File: config.mk
export PLATFORM = sky130hd
export DESIGN_NAME = wto_mod_unit
export DESIGN_NICKNAME = d
export VERILOG_FILES = /design/src/rtl/wto_mod_unit.sv
export SDC_FILE = /design/constraint.sdc
export NUM_CORES = 1
export LEC_CHECK = 0
export ABC_AREA = 1
export BUFFER_PORTS_ARGS = -buffer_cell sky130_fd_sc_hd__buf_2
export CAP_MARGIN = 20
export CORE_ASPECT_RATIO = 0.6
export CORE_UTILIZATION = 47
export CTS_CLUSTER_SIZE = 30
export DETAILED_ROUTE_END_ITERATION = 8
export HOLD_SLACK_MARGIN = 0.12
export PLACE_DENSITY = 0.69
export SETUP_SLACK_MARGIN = 0.05
export SYNTH_ARGS = -nofsm -noshare
export SYNTH_HDL_FRONTEND = slang
export SYNTH_SLANG_ARGS = --single-unit
File: constraint.sdc
create_clock -name clk -period 6.2 [get_ports clk]
set_input_delay 0 -clock clk [delete_from_list [all_inputs] [get_ports clk]]
set_output_delay 0 -clock clk [all_outputs]
set_load 0.01 [all_outputs]
File: src/rtl/wto_mod_unit.sv
`default_nettype none

// restoring remainder, one trial subtract of span<<k per cycle
module wto_mod_unit #(
	parameter int X_W   = 28,
	parameter int D_W   = 28,
	parameter int STEPS = 10
) (
	input  wire logic           clk,
	input  wire logic           arst_n,
	input  wire logic           start,
	input  wire logic [X_W-1:0] x,
	input  wire logic [D_W-1:0] span,
	output logic                done,
	output logic [X_W-1:0]      rem
);

	localparam int C_W   = (X_W > D_W + STEPS - 1) ? X_W : D_W + STEPS - 1;
	localparam int CNT_W = $clog2(STEPS + 1);

	logic [X_W-1:0]   rem_q;
	logic [C_W-1:0]   div_q;
	logic [CNT_W-1:0] cnt_q;
	logic             done_q;
	logic [C_W-1:0]   rem_ext;
	logic             fits;

	assign rem_ext = C_W'(rem_q);
	assign fits    = (rem_ext >= div_q);

	always_ff @(posedge clk or negedge arst_n) begin
		if (!arst_n) begin
			cnt_q  <= '0;
			done_q <= 1'b0;
		end else if (start) begin
			cnt_q  <= CNT_W'(STEPS);
			done_q <= 1'b0;
		end else if (cnt_q != '0) begin
			cnt_q <= cnt_q - CNT_W'(1);
			if (cnt_q == CNT_W'(1)) begin
				done_q <= 1'b1;
			end
		end
	end

	always_ff @(posedge clk) begin
		if (start) begin
			rem_q <= x;
			div_q <= C_W'(span) << (STEPS - 1);
		end else if (cnt_q != '0) begin
			if (fits) begin
				rem_q <= X_W'(rem_ext - div_q);
			end
			div_q <= div_q >> 1;
		end
	end

	assign done = done_q;
	assign rem  = rem_q;

endmodule

`default_nettype wire

# Word-level counts from Yosys, hierarchy flattened
# Cells that the tools add are included.
[totals]
reg_bits = 70
latchBits = 0
mem_bits_rw = 0
romBits = 0
in_bits = 59
out_inout_bits = 29
n_memories = 0
[classes]
addsub = 2
n_mul = 0
div = 0
n_lt_le_gt_ge = 1
n_eq_ne = 1
shift = 0
mux = 10
n_bitwise = 0
reduce_logical = 6
[ops]
columns = ["operator", "count"]
rows = [
  ["$mux W28", 3],
  ["$mux W37", 2],
  ["$ge A28 B37 Y1", 1],
  ["$sub A28 B28 Y28", 1],
  ["$mux W4", 2],
  ["$reduce_bool A2 Y1", 3],
  ["$eq A4 B1 Y1 const B", 1],
  ["$reduce_and A2 Y1", 2],
  ["$reduce_bool A4 Y1", 1],
  ["$sub A4 B1 Y4 const B", 1],
  ["$mux W1", 3],
]

# Longest topological paths before layout
[depth]
word_depth = 4
mapped_depth = 13
depth_no_buf = 13

# Least setup slack after synthesis
# OpenSTA, ideal clock, no wires.
[synth_path]
path_kind = "register to register"
startpoint = "reg rem_q[15] (netlist: rem[15])"
endpoint = "reg rem_q[0] (netlist: rem[0]) (enable)"
setup_time_ns = 0.395
arrival_time_ns = 2.296
required_ns = 5.805
slack_ns = 3.509
stages_incl_launch_ff = 10
path_buffers = 0
path_cell_list = "edfxtp_1 ha_1 nand2_2 nor2_2 nand2_1 nor2_1 nand2_1 nand3_1 nand2_1 a21oi_2"
[synth_between]
elab_chain_len = 3
[synth_rtl]
columns = ["item", "line_no", "rtl"]
rows = [
  ["start, declared", "21", "logic [X_W-1:0] rem_q;"],
  ["start signal, assigned", "52", "rem_q <= X_W'(rem_ext - div_q);"],
  ["$ge A28 B37 Y1", "29", "assign fits = (rem_ext >= div_q);"],
  ["$reduce_bool A2 Y1 (no line)", "-", ""],
  ["$reduce_and A2 Y1 (no line)", "-", ""],
]
# Every way passes these cells.
# A chain may end at the register's enable or synchronous reset.

# Final worst setup path
[layout_path]
startpoint = "reg rem_q[2] (netlist: rem[2])"
endpoint = "reg rem_q[13] (netlist: rem[13]) (enable)"
# Same word-level chain as after synthesis.

==> impl_results.md <==
* Post-CTS sizing at 0
* Clock Latency Late Sink at 340 ps
* Vias/cell at 5.08
* Reg2reg setup slack at 3090 ps
* Max VDD drop at 0.000157 V
* Core area at 10600 sq um
* Area growth from synthesis to layout at 27.8%
* Placed Area at 5730 sq um
* Final period utilization at 50.1%
* FF-to-FF Start: rem[2]$_DFFE_PP_
* GP Congestion at 0.979
* Post-route insts no fill at 1024
* Min-delay src: start
* Switching Power at 837 uW
* Vias in the first global route at 4877
* Multi-input combinational cell area at 2600 sq um
* Syn Nets at 825
* Final wirelength at 14.8 mm
* Max FO, Critical Path at 16
* DP Cell Count at 950
* Mapped cell area at 5160 sq um
* Place WS at 3130 ps
* Crit path time final at 3110 ps
* Worst r2r path cells at 10
* Syn. warnings at 0
* Arrival @ worst endpoint at 3120 ps
* Sequential power share at 31.7%
* Gr usage total at 27.3%
* Synthesized area per cell at 7.03 sq um
* Crit path cell chain: ha_1 -> nand2_1 -> nand3_1 -> nand2_1 -> nand2_1 -> nand2_1 -> nand3_1 -> nand2_1 -> a21oi_2 -> buf_4
* Reg-to-Reg End: rem[13]$_DFFE_PP_
* Final Skew at 12.2 ps
* Initial antenna violation count at 0
* Share of cells above drive strength 1 at 16.4%
* Syn Inst Count at 734
* ANT cells at 0
* CTS tree: yes
* Cell mode on critical path: nand2_1
* Max cap viols at 0
* Post-DP HPWL at 10.6 mm
* LEAKAGE at 0.00343 uW
* Router iterations before antenna repair at 5
* Filler cells at 975
* Clock group share of total power at 24.4%
* Root buffer cell: clkbuf_16
* Worst EP required at 6220 ps
* Endpoint, Worst Hold: div_q[31]$_DFFE_PP_
* Boundary Pins at 88
* Power per Cell Area at 311 nW/um^2
* Fin util at 62.0%
* Die Y at 83.2 microns
* Worst setup margin at 3090 ps
* Cell variety after synth at 36
* Clk sinks at 70
* Antenna viol nets, final at 0
* Critical path's largest stage delay at 720 ps
* Storage cell area at 1990 sq um
* RSZ-0062 raised after global routing: no
* Setup crit end kind: flip-flop
* Die width at 137 microns
* Synth Register Bits at 70
* Setup TNS Final at 0 ps
* Critical path class: reg -> reg
* Outcome: completed
* Clock slew at reported path FFs at 60 ps
* CP max stage cell: a21oi_2
* Initial cell density of the core at 48.5%
* First-pass GRT wire length at 23.9 mm
* Port Buffer Count at 87
* Pin count of the biggest net entering global routing at 67
* Vias at 5206
* Number of setup violations in the final report at 0
* Final Cell Area at 6590 sq um
* Die area at 11400 sq um
* Num CTS Buffers at 9
* Crit path launch type: flip-flop
* Comb pwr share at 43.9%
* Drt drc at 0
* Max_slew headroom at 27.5%
* Endpoints failing hold at 0
* Fmax at 322 MHz
* Max-slew violations at 0
* # rows at 29
* Hold Path Class: in -> reg
* H-tree levels at 3
* WHS Path Cells at 4
* WL/cell at 14.5 microns
* Register area share after synthesis at 38.5%
* P_int at 1210 uW
* Fin nets at 971
* Actual slew at the worst max-slew pin at 1090 ps
* Clock Tree Buf Depth at 2
* Total congestion overflow at 0
* Fraction of power spent switching nets at 40.9%
* First DRT Iteration DRCs at 417
* CP startpoint: rem[2]$_DFFE_PP_
-- cells in the final DEF, fill, tap and decap left out, drive strengths merged, types with 2 or more instances in the layout --
| cell | n |
|---|---|
| nand2 | 286 |
| inv | 140 |
| buf | 89 |
| dlygate4sd3 | 58 |
| edfxtp | 56 |
| nand3 | 52 |
| nor2 | 48 |
| o21ai | 32 |
| ha | 31 |
| a21oi | 20 |
| clkbuf | 10 |
| dfxtp | 9 |
| o22ai | 8 |
| nand4 | 7 |
| or2 | 6 |
| dfrtp | 5 |
| nor3 | 5 |
| nand3b | 4 |
| a22o | 4 |
| clkinv | 4 |
| and2 | 2 |
| o31ai | 2 |
| xnor2 | 2 |
-- cell type report --
type	instances	area share, %
Clock buffer	10	3.62
Clock inverter	6	0.683
Inverter	138	7.86
Multi-Input combinational cell	514	39.4
Sequential cell	70	30.1
Tap cell	139	2.64
Timing Repair Buffer	147	15.6
-- state kept, by name (all words and copies together), names as in the netlist --
signal and cells:
div_q 37, rem 28, cnt_q 4, done 1
-- cells by family after synthesis --
| logic type | share of synthesized area [%] |
|---|---|
| XOR/XNOR | 0.509 |
| AND/OR/NAND/NOR | 34.2 |
| adder cells (fa/ha/maj) | 7.91 |
| flip-flops | 38.5 |
| AO/OA/AOI/OAI | 7.76 |
| buffers and inverters | 11.1 |
-- synth_stat cells, drive strengths merged --
library cell | number | share of area [%]
ha | 31 | 7.5
buf | 10 | 0.90
dfrtp | 5 | 2.4
nor2 | 48 | 4.4
or2 | 6 | 0.73
a22oi | 1 | 0.15
nand2 | 286 | 21
nor3 | 5 | 0.68
xor2 | 1 | 0.17
a22o | 4 | 0.68
edfxtp | 56 | 33
nand4 | 7 | 0.85
inv | 138 | 10
o22ai | 8 | 0.97
and2 | 2 | 0.24
o21ai | 32 | 3.1
nand3b | 4 | 0.58
clkbuf | 2 | 0.15
a21oi | 20 | 2.1
o21a | 1 | 0.15
o21bai | 1 | 0.15
dfxtp | 9 | 3.5
xnor2 | 2 | 0.34
fa | 1 | 0.39
o31ai | 2 | 0.49
nand3 | 52 | 5.5
-- timing repair --
| item | 4_1_cts | 5_1_grt |
|---|---|---|
| buffers inserted | 0 | 0 |
| hold buffers | 58 | 0 |
| endpoints found under the hold margin | 61 | 0 |
-- metal layers --
metal / global-route usage, % / vias up / share of wire, %
li1: - / 2604 / -
met5: 0 / - / 0
met2: 40.6 / 206 / 41
met1: 40.2 / 2381 / 49
met3: 6.23 / 15 / 8.0
met4: 6.09 / 0 / 0.98
-- power groups by stage --
| stage | sequential [uW] | combinational, uW | clock, uW |
|---|---|---|---|
| 3_5_place_dp | 659 | 850 | 0 |
| 2_1_floorplan | 666 | 604 | 0 |
| 6_report | 650 | 899 | 501 |
| 5_1_grt | 659 | 1020 | 520 |
| 4_1_cts | 650 | 883 | 506 |
| 3_3_place_gp | 654 | 831 | 0 |
-- worst max path at each step --
stage | depth (start not counted) | endpoint
global placement | 10 | rem[0]$_DFFE_PP_
floorplan | 9 | rem[0]$_DFFE_PP_
global route | 10 | rem[13]$_DFFE_PP_
CTS | 10 | rem[13]$_DFFE_PP_
finish | 10 | rem[13]$_DFFE_PP_
detailed placement | 10 | rem[6]$_DFFE_PP_
-- worst max-delay path, delay by kind of cell, from the launching register on --
family,cells,cell delay [ps]
simple gates,7,870
compound gates,1,720
flops,1,410
buf+inv,1,400
fa+ha+maj,1,380
-- metrics by stage --
stage | hold slack, ps | power (uW)
floorplan | -296 | 1270
global placement | -180 | 1480
detailed placement | -177 | 1510
CTS | 417 | 2040
global route | 482 | 2200
finish | 438 | 2050
(Power assumes the default switching activity.)
